[src/rtl/hhd_pkg.sv]
`default_nettype none

package hhd_pkg;

	localparam int SYM_W          = 7;
	localparam int BYTE_W         = 8;
	localparam int WIN_W          = 40;
	localparam int CNT_W          = 6;
	localparam int LEN_W          = 5;
	localparam int CODE_W         = 30;
	localparam int STORED_ENTRIES = 128;
	localparam int TABLE_ENTRIES  = 128;
	localparam int ERROR_BITS     = 30;
	localparam int MAX_RESULTS    = 3;
	localparam int NUM_W          = 2;
	localparam int QUEUE_DEPTH    = 2;

	typedef struct packed {
		logic [BYTE_W-1:0] data_byte;
		logic              last_of_string;
	} in_word_t;

	typedef struct packed {
		logic [SYM_W-1:0] symbol;
		logic             decode_error;
		logic             last_result;
	} out_word_t;

	typedef struct packed {
		logic             hit;
		logic [SYM_W-1:0] index;
		logic [LEN_W-1:0] len;
	} match_t;

	typedef enum logic [0:0] {
		ST_LOAD,
		ST_SCAN
	} eng_state_t;

	// Codes of symbols 0..127, right-aligned
	localparam logic [CODE_W-1:0] CODE_BITS [STORED_ENTRIES] = '{
		30'h1ff8, 30'h7fffd8, 30'hfffffe2, 30'hfffffe3,
		30'hfffffe4, 30'hfffffe5, 30'hfffffe6, 30'hfffffe7,
		30'hfffffe8, 30'hffffea, 30'h3ffffffc, 30'hfffffe9,
		30'hfffffea, 30'h3ffffffd, 30'hfffffeb, 30'hfffffec,
		30'hfffffed, 30'hfffffee, 30'hfffffef, 30'hffffff0,
		30'hffffff1, 30'hffffff2, 30'h3ffffffe, 30'hffffff3,
		30'hffffff4, 30'hffffff5, 30'hffffff6, 30'hffffff7,
		30'hffffff8, 30'hffffff9, 30'hffffffa, 30'hffffffb,
		30'h14, 30'h3f8, 30'h3f9, 30'hffa, 30'h1ff9, 30'h15, 30'hf8, 30'h7fa,
		30'h3fa, 30'h3fb, 30'hf9, 30'h7fb, 30'hfa, 30'h16, 30'h17, 30'h18,
		30'h0, 30'h1, 30'h2, 30'h19, 30'h1a, 30'h1b, 30'h1c, 30'h1d,
		30'h1e, 30'h1f, 30'h5c, 30'hfb, 30'h7ffc, 30'h20, 30'hffb, 30'h3fc,
		30'h1ffa, 30'h21, 30'h5d, 30'h5e, 30'h5f, 30'h60, 30'h61, 30'h62,
		30'h63, 30'h64, 30'h65, 30'h66, 30'h67, 30'h68, 30'h69, 30'h6a,
		30'h6b, 30'h6c, 30'h6d, 30'h6e, 30'h6f, 30'h70, 30'h71, 30'h72,
		30'hfc, 30'h73, 30'hfd, 30'h1ffb, 30'h7fff0, 30'h1ffc, 30'h3ffc, 30'h22,
		30'h7ffd, 30'h3, 30'h23, 30'h4, 30'h24, 30'h5, 30'h25, 30'h26,
		30'h27, 30'h6, 30'h74, 30'h75, 30'h28, 30'h29, 30'h2a, 30'h7,
		30'h2b, 30'h76, 30'h2c, 30'h8, 30'h9, 30'h2d, 30'h77, 30'h78,
		30'h79, 30'h7a, 30'h7b, 30'h7ffe, 30'h7fc, 30'h3ffd, 30'h1ffd, 30'hffffffc
	};

	localparam logic [LEN_W-1:0] CODE_LEN [STORED_ENTRIES] = '{
		5'd13, 5'd23, 5'd28, 5'd28, 5'd28, 5'd28, 5'd28, 5'd28,
		5'd28, 5'd24, 5'd30, 5'd28, 5'd28, 5'd30, 5'd28, 5'd28,
		5'd28, 5'd28, 5'd28, 5'd28, 5'd28, 5'd28, 5'd30, 5'd28,
		5'd28, 5'd28, 5'd28, 5'd28, 5'd28, 5'd28, 5'd28, 5'd28,
		5'd6, 5'd10, 5'd10, 5'd12, 5'd13, 5'd6, 5'd8, 5'd11,
		5'd10, 5'd10, 5'd8, 5'd11, 5'd8, 5'd6, 5'd6, 5'd6,
		5'd5, 5'd5, 5'd5, 5'd6, 5'd6, 5'd6, 5'd6, 5'd6,
		5'd6, 5'd6, 5'd7, 5'd8, 5'd15, 5'd6, 5'd12, 5'd10,
		5'd13, 5'd6, 5'd7, 5'd7, 5'd7, 5'd7, 5'd7, 5'd7,
		5'd7, 5'd7, 5'd7, 5'd7, 5'd7, 5'd7, 5'd7, 5'd7,
		5'd7, 5'd7, 5'd7, 5'd7, 5'd7, 5'd7, 5'd7, 5'd7,
		5'd8, 5'd7, 5'd8, 5'd13, 5'd19, 5'd13, 5'd14, 5'd6,
		5'd15, 5'd5, 5'd6, 5'd5, 5'd6, 5'd5, 5'd6, 5'd6,
		5'd6, 5'd5, 5'd7, 5'd7, 5'd6, 5'd6, 5'd6, 5'd5,
		5'd6, 5'd7, 5'd6, 5'd5, 5'd5, 5'd6, 5'd7, 5'd7,
		5'd7, 5'd7, 5'd7, 5'd15, 5'd11, 5'd14, 5'd13, 5'd28
	};

endpackage

`default_nettype wire

[src/rtl/hhd_ifs.sv]
`default_nettype none

interface hhd_in_if
	import hhd_pkg::*;
();
	logic              valid;
	logic              ready;
	logic [BYTE_W-1:0] data_byte;
	logic              last_of_string;

	modport source (output valid, output data_byte, output last_of_string, input ready);
	modport sink (input valid, input data_byte, input last_of_string, output ready);
endinterface

interface hhd_out_if
	import hhd_pkg::*;
();
	logic             valid;
	logic             ready;
	logic [SYM_W-1:0] symbol;
	logic             decode_error;
	logic             last_result;

	modport source (output valid, output symbol, output decode_error, output last_result,
		input ready);
	modport sink (input valid, input symbol, input decode_error, input last_result,
		output ready);
endinterface

`default_nettype wire

[src/rtl/hpack_huffman_byte_decoder.sv]
`default_nettype none

// HPACK Huffman byte decoder, symbols 0..127 of the static code.
// Channel in: one coded byte per word (data_byte, MSB first) with
//   last_of_string on the final byte of a string.
// Channel out: one decoded symbol per word; decode_error marks a run of
//   30 or more bits that matches no code (symbol 0, buffer cleared), and
//   last_result flags the final word caused by an input byte. A byte that
//   completes no code and flags no error produces no word at all.
// Both channels use valid/ready; a word moves when both are high.
// Inside, a two-word input queue feeds the decode engine, which loads a
// byte into its 40-bit window and then issues the result words one by one,
// each set by the single parallel code match; a finishing byte overlaps
// the load of the next. The first word of a byte passes from the window
// load through the match into the result hold register, then through the
// output queue on its way to out.
// Reset clears the bit buffer, the count, both queues and the engine.
// When the receiver stalls, the two-word output queue fills, the engine
// holds, then the input queue fills and in.ready drops; nothing is lost.

module hpack_huffman_byte_decoder
	import hhd_pkg::*;
#(
	parameter int CODE_TABLE_ENTRIES = TABLE_ENTRIES
) (
	input  wire logic clk,
	input  wire logic arst_n,
	hhd_in_if.sink    in,
	hhd_out_if.source out
);

	in_word_t  in_word;
	in_word_t  q_word;
	logic      q_valid;
	logic      q_pop;
	out_word_t res_word;
	logic      res_valid;
	logic      res_ready;
	out_word_t out_word;

	assign in_word.data_byte      = in.data_byte;
	assign in_word.last_of_string = in.last_of_string;

	// Front: take bytes as they come, decoupled from the engine
	hhd_fifo #(.WIDTH($bits(in_word_t)), .DEPTH(QUEUE_DEPTH)) u_in_queue (
		.clk        (clk),
		.arst_n     (arst_n),
		.push_valid (in.valid),
		.push_ready (in.ready),
		.push_data  (in_word),
		.pop_valid  (q_valid),
		.pop_ready  (q_pop),
		.pop_data   (q_word)
	);

	// Back: window, code match and result sequencing
	hhd_engine #(.ENTRIES(CODE_TABLE_ENTRIES)) u_engine (
		.clk       (clk),
		.arst_n    (arst_n),
		.in_valid  (q_valid),
		.in_word   (q_word),
		.in_pop    (q_pop),
		.res_valid (res_valid),
		.res_ready (res_ready),
		.res_word  (res_word)
	);

	// Output queue: the engine keeps working while a word waits on out
	hhd_fifo #(.WIDTH($bits(out_word_t)), .DEPTH(QUEUE_DEPTH)) u_out_queue (
		.clk        (clk),
		.arst_n     (arst_n),
		.push_valid (res_valid),
		.push_ready (res_ready),
		.push_data  (res_word),
		.pop_valid  (out.valid),
		.pop_ready  (out.ready),
		.pop_data   (out_word)
	);

	assign out.symbol       = out_word.symbol;
	assign out.decode_error = out_word.decode_error;
	assign out.last_result  = out_word.last_result;

endmodule

`default_nettype wire

[src/rtl/hhd_fifo.sv]
`default_nettype none

module hhd_fifo
	import hhd_pkg::*;
#(
	parameter int WIDTH = 1,
	parameter int DEPTH = QUEUE_DEPTH
) (
	input  wire logic             clk,
	input  wire logic             arst_n,
	input  wire logic             push_valid,
	output logic                  push_ready,
	input  wire logic [WIDTH-1:0] push_data,
	output logic                  pop_valid,
	input  wire logic             pop_ready,
	output logic      [WIDTH-1:0] pop_data
);

	localparam int PTR_W = (DEPTH > 1) ? $clog2(DEPTH) : 1;
	localparam int FILL_W = $clog2(DEPTH + 1);

	logic [WIDTH-1:0]  mem_q [DEPTH];
	logic [PTR_W-1:0]  wr_ptr_q;
	logic [PTR_W-1:0]  rd_ptr_q;
	logic [FILL_W-1:0] fill_q;
	logic              do_push;
	logic              do_pop;

	assign push_ready = (fill_q != FILL_W'(DEPTH));
	assign pop_valid  = (fill_q != '0);
	assign pop_data   = mem_q[rd_ptr_q];
	assign do_push    = push_valid && push_ready;
	assign do_pop     = pop_valid && pop_ready;

	always_ff @(posedge clk) begin
		if (do_push) begin
			mem_q[wr_ptr_q] <= push_data;
		end
	end

	always_ff @(posedge clk or negedge arst_n) begin
		if (!arst_n) begin
			wr_ptr_q <= '0;
			rd_ptr_q <= '0;
			fill_q   <= '0;
		end else begin
			if (do_push) begin
				wr_ptr_q <= (wr_ptr_q == PTR_W'(DEPTH - 1)) ? '0 : wr_ptr_q + 1'b1;
			end
			if (do_pop) begin
				rd_ptr_q <= (rd_ptr_q == PTR_W'(DEPTH - 1)) ? '0 : rd_ptr_q + 1'b1;
			end
			if (do_push && !do_pop) begin
				fill_q <= fill_q + 1'b1;
			end else if (do_pop && !do_push) begin
				fill_q <= fill_q - 1'b1;
			end
		end
	end

endmodule

`default_nettype wire

[src/rtl/hhd_match.sv]
`default_nettype none

module hhd_match
	import hhd_pkg::*;
#(
	parameter int ENTRIES = TABLE_ENTRIES
) (
	input  wire logic [WIN_W-1:0] window,
	input  wire logic [CNT_W-1:0] count,
	output match_t                result
);

	localparam int N_USED = (ENTRIES < STORED_ENTRIES) ? ENTRIES : STORED_ENTRIES;

	logic [N_USED-1:0] hit;

	// Compare each code against the leading bits of the left-aligned window
	for (genvar t = 0; t < N_USED; t++) begin : g_code
		localparam int L = int'(CODE_LEN[t]);
		assign hit[t] = (count >= CNT_W'(L)) &&
			(window[WIN_W-1 -: L] == CODE_BITS[t][L-1:0]);
	end

	// The code is prefix-free, so at most one entry hits
	always_comb begin
		result = '0;
		for (int t = 0; t < N_USED; t++) begin
			if (hit[t]) begin
				result.hit   = 1'b1;
				result.index = result.index | SYM_W'(t);
				result.len   = result.len | CODE_LEN[t];
			end
		end
	end

endmodule

`default_nettype wire

[src/rtl/hhd_engine.sv]
`default_nettype none

module hhd_engine
	import hhd_pkg::*;
#(
	parameter int ENTRIES = TABLE_ENTRIES
) (
	input  wire logic     clk,
	input  wire logic     arst_n,
	input  wire logic     in_valid,
	input  wire in_word_t in_word,
	output logic          in_pop,
	output logic          res_valid,
	input  wire logic     res_ready,
	output out_word_t     res_word
);

	eng_state_t       state_q;
	eng_state_t       state_d;
	logic [WIN_W-1:0] window_q;
	logic [CNT_W-1:0] count_q;
	logic             last_q;
	logic [NUM_W-1:0] num_q;
	logic             hold_v_q;
	logic [SYM_W-1:0] hold_sym_q;
	logic             hold_err_q;

	match_t           m;
	logic             scan;
	logic             can_push;
	logic             do_sym;
	logic             do_err;
	logic             do_fin;
	logic             go;
	logic             load_ok;
	logic [WIN_W-1:0] base_win;
	logic [CNT_W-1:0] base_cnt;
	logic [WIN_W-1:0] app_win;
	logic [CNT_W-1:0] shamt;

	hhd_match #(.ENTRIES(ENTRIES)) u_match (
		.window (window_q),
		.count  (count_q),
		.result (m)
	);

	assign scan     = (state_q == ST_SCAN);
	assign can_push = !hold_v_q || res_ready;
	assign do_sym   = scan && m.hit && (num_q != NUM_W'(MAX_RESULTS));
	assign do_err   = scan && !do_sym && (count_q >= CNT_W'(ERROR_BITS)) &&
		(num_q != NUM_W'(MAX_RESULTS));
	assign do_fin   = scan && !do_sym && !do_err;
	assign go       = scan && can_push;
	assign load_ok  = in_valid && (!scan || (do_fin && go));

	// Buffer as left after the current word: padding dropped on the last one
	always_comb begin
		if (scan && last_q) begin
			base_win = '0;
			base_cnt = '0;
		end else begin
			base_win = window_q;
			base_cnt = count_q;
		end
	end

	assign shamt   = CNT_W'(WIN_W - BYTE_W) - base_cnt;
	assign app_win = base_win | (WIN_W'(in_word.data_byte) << shamt);

	always_comb begin
		state_d = state_q;
		unique case (state_q)
			ST_LOAD: begin
				if (load_ok) begin
					state_d = ST_SCAN;
				end
			end
			ST_SCAN: begin
				if (go && do_fin && !load_ok) begin
					state_d = ST_LOAD;
				end
			end
			default: state_d = ST_LOAD;
		endcase
	end

	// Release the held result once the next decision tells whether it closes the word
	always_comb begin
		in_pop                = load_ok;
		res_valid             = hold_v_q && go;
		res_word.symbol       = hold_sym_q;
		res_word.decode_error = hold_err_q;
		res_word.last_result  = do_fin;
	end

	always_ff @(posedge clk or negedge arst_n) begin
		if (!arst_n) begin
			state_q  <= ST_LOAD;
			window_q <= '0;
			count_q  <= '0;
			last_q   <= 1'b0;
			num_q    <= '0;
			hold_v_q <= 1'b0;
		end else begin
			state_q <= state_d;
			if (go && do_sym) begin
				window_q <= window_q << m.len;
				count_q  <= count_q - CNT_W'(m.len);
				num_q    <= num_q + 1'b1;
				hold_v_q <= 1'b1;
			end else if (go && do_err) begin
				window_q <= '0;
				count_q  <= '0;
				num_q    <= num_q + 1'b1;
				hold_v_q <= 1'b1;
			end else if (load_ok) begin
				window_q <= app_win;
				count_q  <= base_cnt + CNT_W'(BYTE_W);
				last_q   <= in_word.last_of_string;
				num_q    <= '0;
				hold_v_q <= 1'b0;
			end else if (go && do_fin) begin
				window_q <= base_win;
				count_q  <= base_cnt;
				hold_v_q <= 1'b0;
			end
		end
	end

	always_ff @(posedge clk) begin
		if (go && do_sym) begin
			hold_sym_q <= m.index;
			hold_err_q <= 1'b0;
		end else if (go && do_err) begin
			hold_sym_q <= '0;
			hold_err_q <= 1'b1;
		end
	end

`ifndef SYNTHESIS
	a_count_bound: assert property (@(posedge clk) disable iff (!arst_n)
		count_q <= CNT_W'(ERROR_BITS - 1 + BYTE_W))
		else $error("bit count beyond one byte over the error limit");

	a_idle_short: assert property (@(posedge clk) disable iff (!arst_n)
		(state_q == ST_LOAD) |-> (count_q < CNT_W'(ERROR_BITS)))
		else $error("idle with an undecodable run left in the buffer");

	a_two_symbols: assert property (@(posedge clk) disable iff (!arst_n)
		do_sym |-> (num_q < NUM_W'(2)))
		else $error("third symbol decoded from one byte");

	a_load_count: assert property (@(posedge clk) disable iff (!arst_n)
		in_pop |=> (count_q >= CNT_W'(BYTE_W)))
		else $error("byte load left fewer than eight bits");
`endif

endmodule

`default_nettype wire

[src/flat_wrapper.sv]
// flat-port wrapper written by rule: the top's interface ports become plain ports
module hpack_huffman_byte_decoder_flat import hhd_pkg::*;
#(
	parameter int CODE_TABLE_ENTRIES = TABLE_ENTRIES
)
  (clk, arst_n, in_valid, in_data_byte, in_last_of_string, in_ready, out_valid, out_symbol, out_decode_error, out_last_result, out_ready);
  hhd_in_if in_i ();
  hhd_out_if out_i ();
  input  wire logic clk;
  input  wire logic arst_n;
  input wire logic [$bits(in_i.valid)-1:0] in_valid;
  input wire logic [$bits(in_i.data_byte)-1:0] in_data_byte;
  input wire logic [$bits(in_i.last_of_string)-1:0] in_last_of_string;
  output wire logic [$bits(in_i.ready)-1:0] in_ready;
  output wire logic [$bits(out_i.valid)-1:0] out_valid;
  output wire logic [$bits(out_i.symbol)-1:0] out_symbol;
  output wire logic [$bits(out_i.decode_error)-1:0] out_decode_error;
  output wire logic [$bits(out_i.last_result)-1:0] out_last_result;
  input wire logic [$bits(out_i.ready)-1:0] out_ready;
  assign in_i.valid = in_valid;
  assign in_i.data_byte = in_data_byte;
  assign in_i.last_of_string = in_last_of_string;
  assign in_ready = in_i.ready;
  assign out_valid = out_i.valid;
  assign out_symbol = out_i.symbol;
  assign out_decode_error = out_i.decode_error;
  assign out_last_result = out_i.last_result;
  assign out_i.ready = out_ready;
  hpack_huffman_byte_decoder #(.CODE_TABLE_ENTRIES(CODE_TABLE_ENTRIES)) u_core (.clk(clk), .arst_n(arst_n), .in(in_i), .out(out_i));
endmodule
[config.mk]
export PLATFORM = sky130hd
export DESIGN_NAME = hpack_huffman_byte_decoder_flat
export DESIGN_NICKNAME = d
export VERILOG_FILES = /design/src/rtl/hhd_pkg.sv /design/src/rtl/hhd_ifs.sv /design/src/rtl/hpack_huffman_byte_decoder.sv /design/src/rtl/hhd_fifo.sv /design/src/rtl/hhd_match.sv /design/src/rtl/hhd_engine.sv /design/src/flat_wrapper.sv
export SDC_FILE = /design/constraint.sdc
export NUM_CORES = 1
export LEC_CHECK = 0
export BUFFER_PORTS_ARGS = -buffer_cell sky130_fd_sc_hd__buf_4
export CORE_AREA = 4 4 212 214
export DETAILED_ROUTE_END_ITERATION = 8
export DIE_AREA = 0 0 216 218
export GPL_TIMING_DRIVEN = 0
export SYNTH_ARGS = -nofsm -noshare
export SYNTH_HDL_FRONTEND = slang
export SYNTH_HIERARCHICAL = 1
export SYNTH_SLANG_ARGS = --single-unit
[constraint.sdc]
create_clock -name clk -period 7.8 [get_ports clk]
set_clock_uncertainty 0.1 [all_clocks]
set_input_delay 1.56 -clock clk [delete_from_list [all_inputs] [get_ports clk]]
set_output_delay 1.56 -clock clk [all_outputs]
set_load 0.01 [all_outputs]
==> flow_metrics.env <==
export IMPL_run_status="finished, final reports clean"
export IMPL_synthesis_instances=1305
export IMPL_chipHeight_um=218
export IMPL_register_cell_area_after_layout_um2=2790
export IMPL_synth_cell_area_um2=10600
export IMPL_timing_critical_path_cells="clkbuf_1, and2_1, clkbuf_1, nand4_1, nor4_1, nor2_1, nand3_1, nor3_1, nand4_1, buf_2, buf_2, nor2_1, a221oi_1, o21ai_0, o22ai_1, a211oi_1, nor2_1"
export IMPL_share_of_layout_cells_above_drive_strength_1=0.138
export IMPL_std_cell_rows=76
export IMPL_grt_first_pass_wirelength_um=68700
export IMPL_drt_first_iter_violations=1594
export IMPL_unrepaired_setup_endpoints_after_global_routing="no"
export IMPL_fin_area_um2=11800
export IMPL_globalplace_congestion=1.09
export IMPL_timing_max_transition_violations_final=0
export IMPL_synth_enable_flop_cells=43
export IMPL_critical_path_max_stage_delay_ns=0.83
export IMPL_cp_num_buf_inv=4
export IMPL_antenna_found_initial=0
export IMPL_maximum_number_of_pins_on_one_net_before_global_route_repair=60
export IMPL_initial_utilization=0.248
export IMPL_fp_dieW_um=216
export IMPL_wire_per_inst_um=23.7
export IMPL_slew_limit_headroom=0.181
export IMPL_routed_wirelength_um=45700
export IMPL_post_drt_via_cell_ratio=6.02
export IMPL_finish_utilization=0.275
export IMPL_mostFrequentLayoutCell="nand2_1"
export IMPL_timing_critical_path_max_delay_family="simple AND/OR/NAND/NOR gates"
export IMPL_via_count_of_the_first_global_routing_pass=10900
export IMPL_drt_pre_antenna_iters=6
export IMPL_placement_cell_area_um2=11500
export IMPL_postCtsSetupBuffers=0
export IMPL_clock_insertion_delay_worst_skew_ns=0.37
export IMPL_grt_use_total=0.188
export IMPL_port_buffers=23
export IMPL_synth_seq_cells=103
export IMPL_tritoncts_num_buffers=9
export IMPL_cp_end_kind="flip-flop"
export IMPL_grt_overflow_total=0
export IMPL_crit_path_top_delay_cell="a221oi_1"
export IMPL_nets=1364
export IMPL_max_cap_violations=0
export IMPL_drc=0
export IMPL_mostFrequentLayoutCells="144 x nand2_1, 135 x nor2_1, 75 x o21ai_0, 61 x a21oi_1, 59 x dfrtp_1"
export IMPL_syn_nets=1330
export IMPL_setup_tns_ns=0
export IMPL_synth_warn=6
export IMPL_timing_critical_path_arrival_ns=6.69
export IMPL_timing_final_hold_violations=0
export IMPL_crit_required_ns=8.00
export IMPL_diodes=0
export IMPL_area_of_the_die_um2=47100
export IMPL_cts_hold_fix_buffers=0
export IMPL_fmax_ghz=0.154
export IMPL_via_count=11600
export IMPL_synth_main_ff_cell="dfrtp_1"
export IMPL_critPathLaunchType="flip-flop"
export IMPL_clock_transition_at_the_register_clock_pins_on_the_worst_setup_and_hold_paths_after_cts_ns=0.08
export IMPL_finalCriticalPeriod_ns=6.49
export IMPL_synth_lib_cells_used_distinct=101
export IMPL_multi_input_area_um2=7260
export IMPL_design_core_area_um2=42900
export IMPL_report_final_setup_viol=0
export IMPL_place_detailed_hpwl_um=35200
export IMPL_fillcell_total=4649
export IMPL_drt_antenna_violating_nets=0
export IMPL_sequential_to_total_area_share_from_yosys_stat=0.262
export IMPL_floorplan_io_pins=24
export IMPL_final_min_period_over_clock_period=0.832
export IMPL_tritoncts_num_sinks=103
export IMPL_cts_repair_resized=0
export IMPL_synth_async_reset_ratio=0.573
export IMPL_cts_root_buf="clkbuf_16"
export IMPL_cts_root_to_sink_buffers=2
export IMPL_cp_common_cell="nor2_1"
export IMPL_slew_at_the_pin_with_the_worst_max_slew_slack_ns=1.22
export IMPL_holdCritPathClass="flip-flop to flip-flop"
export IMPL_tritoncts="done"
export IMPL_clock_tree_htree_level_count=3
export IMPL_synthToLayoutAreaGrowth_pct=11.2
export IMPL_worst_path_max_fanout=10
export IMPL_timing_worst_setup_path_type="flip-flop to flip-flop"
export IMPL_synthesis_area_per_instance_um2=8.14
-- state kept, by name, indices dropped and copies added (netlist names), 2 cells and up --
name,count
u_core/u_engine/hold_sym_q,7
u_core/u_in_queue/fill_q,2
u_core/u_in_queue/mem_q,18
u_core/u_out_queue/mem_q,18
u_core/u_engine/window_q,40
u_core/u_engine/num_q,2
u_core/u_out_queue/fill_q,2
u_core/u_engine/count_q,6
-- path summary, 6_finish.rpt --
kind                                                             start                                        to  slack [ns]  depth (start not counted)
hold / removal             u_core/u_engine/hold_sym_q[6]$_SDFFCE_PN0P_  u_core/u_out_queue/mem_q[1][8]$_DFFE_PP_        0.35                          0
max in group asynchronous                                       arst_n  u_core/u_engine/window_q[33]$_DFFE_PN0P_        5.90                          1
setup reg to reg              u_core/u_engine/window_q[36]$_DFFE_PN0P_  u_core/u_engine/window_q[19]$_DFFE_PN0P_        1.31                         17
hold reg to reg            u_core/u_engine/hold_sym_q[6]$_SDFFCE_PN0P_  u_core/u_out_queue/mem_q[1][8]$_DFFE_PP_        0.35                          0
min in group asynchronous                                       arst_n    u_core/u_in_queue/wr_ptr_q$_DFFE_PN0P_        1.17                          1
setup / recovery              u_core/u_engine/window_q[36]$_DFFE_PN0P_  u_core/u_engine/window_q[19]$_DFFE_PN0P_        1.31                         17
-- area by class of cell --
| type | instances | area share |
|---|---|---|
| Inverter | 38 | 0.0122 |
| Tap cell | 585 | 0.0620 |
| Clock buffer | 9 | 0.0191 |
| Buffer | 93 | 0.0365 |
| Clock inverter | 7 | 0.00508 |
| Timing Repair Buffer | 23 | 0.0146 |
| Multi-Input combinational cell | 1071 | 0.615 |
| Sequential cell | 103 | 0.236 |
-- synth_stat cells (all sizes together) (8+ instances only) --
library cell | count | share of area
mux4 | 20 | 0.042
o221ai | 12 | 0.0099
o211ai | 21 | 0.016
nand2b | 26 | 0.017
nand2 | 148 | 0.054
a221o | 8 | 0.0075
a211oi | 20 | 0.014
clkbuf | 51 | 0.018
nand4 | 22 | 0.014
nor2b | 16 | 0.0094
a21oi | 61 | 0.029
o22ai | 22 | 0.014
mux2 | 50 | 0.053
o31ai | 8 | 0.0057
or4 | 9 | 0.0064
mux2i | 52 | 0.049
xnor2 | 15 | 0.013
nand3 | 38 | 0.018
and3 | 16 | 0.0094
nor4 | 21 | 0.015
edfxtp | 43 | 0.12
nor2 | 136 | 0.048
inv | 35 | 0.012
and2 | 19 | 0.011
ha | 11 | 0.013
and4 | 8 | 0.0071
o21ai | 85 | 0.040
buf | 42 | 0.023
dfrtp | 59 | 0.14
or2 | 8 | 0.0052
a221oi | 12 | 0.010
a31oi | 17 | 0.010
nor3 | 48 | 0.026
xor2 | 9 | 0.0074
a22oi | 26 | 0.018
-- cells by family (layout without fill, tap and decap cells) --
kind of cell,after synthesis,count (layout),share of synthesized area
muxes,122,122,0.144
buffers and inverters,131,170,0.0542
xor gates and xnor gates,24,24,0.0205
and+or+nand+nor,539,539,0.259
adders and majority gates,12,12,0.0148
DFF,103,103,0.262
AOI/OAI and AO/OA,374,374,0.245
-- stage by stage --
step | setup WS [ns] | hold WS, ns | std cells
2_1_floorplan | 3.67 | 0.321 | 1305
3_3_place_gp | 1.47 | 0.325 | 1913
3_5_place_dp | 1.75 | 0.332 | 1913
4_1_cts | 1.70 | 0.348 | 1929
5_1_grt | 1.26 | 0.362 | 1929
6_report | 1.31 | 0.346 | 1929
-- per-layer routing --
layer,GRT usage,share of wire,vias to the layer above
met5,0,0,-
met4,0.0922,0.062,0
met3,0.0300,0.087,175
met2,0.294,0.44,759
met1,0.252,0.41,5605
li1,-,-,5065
Power is not shown: default switching activity piles up to over one toggle a cycle in this logic, so the estimate is an artifact.
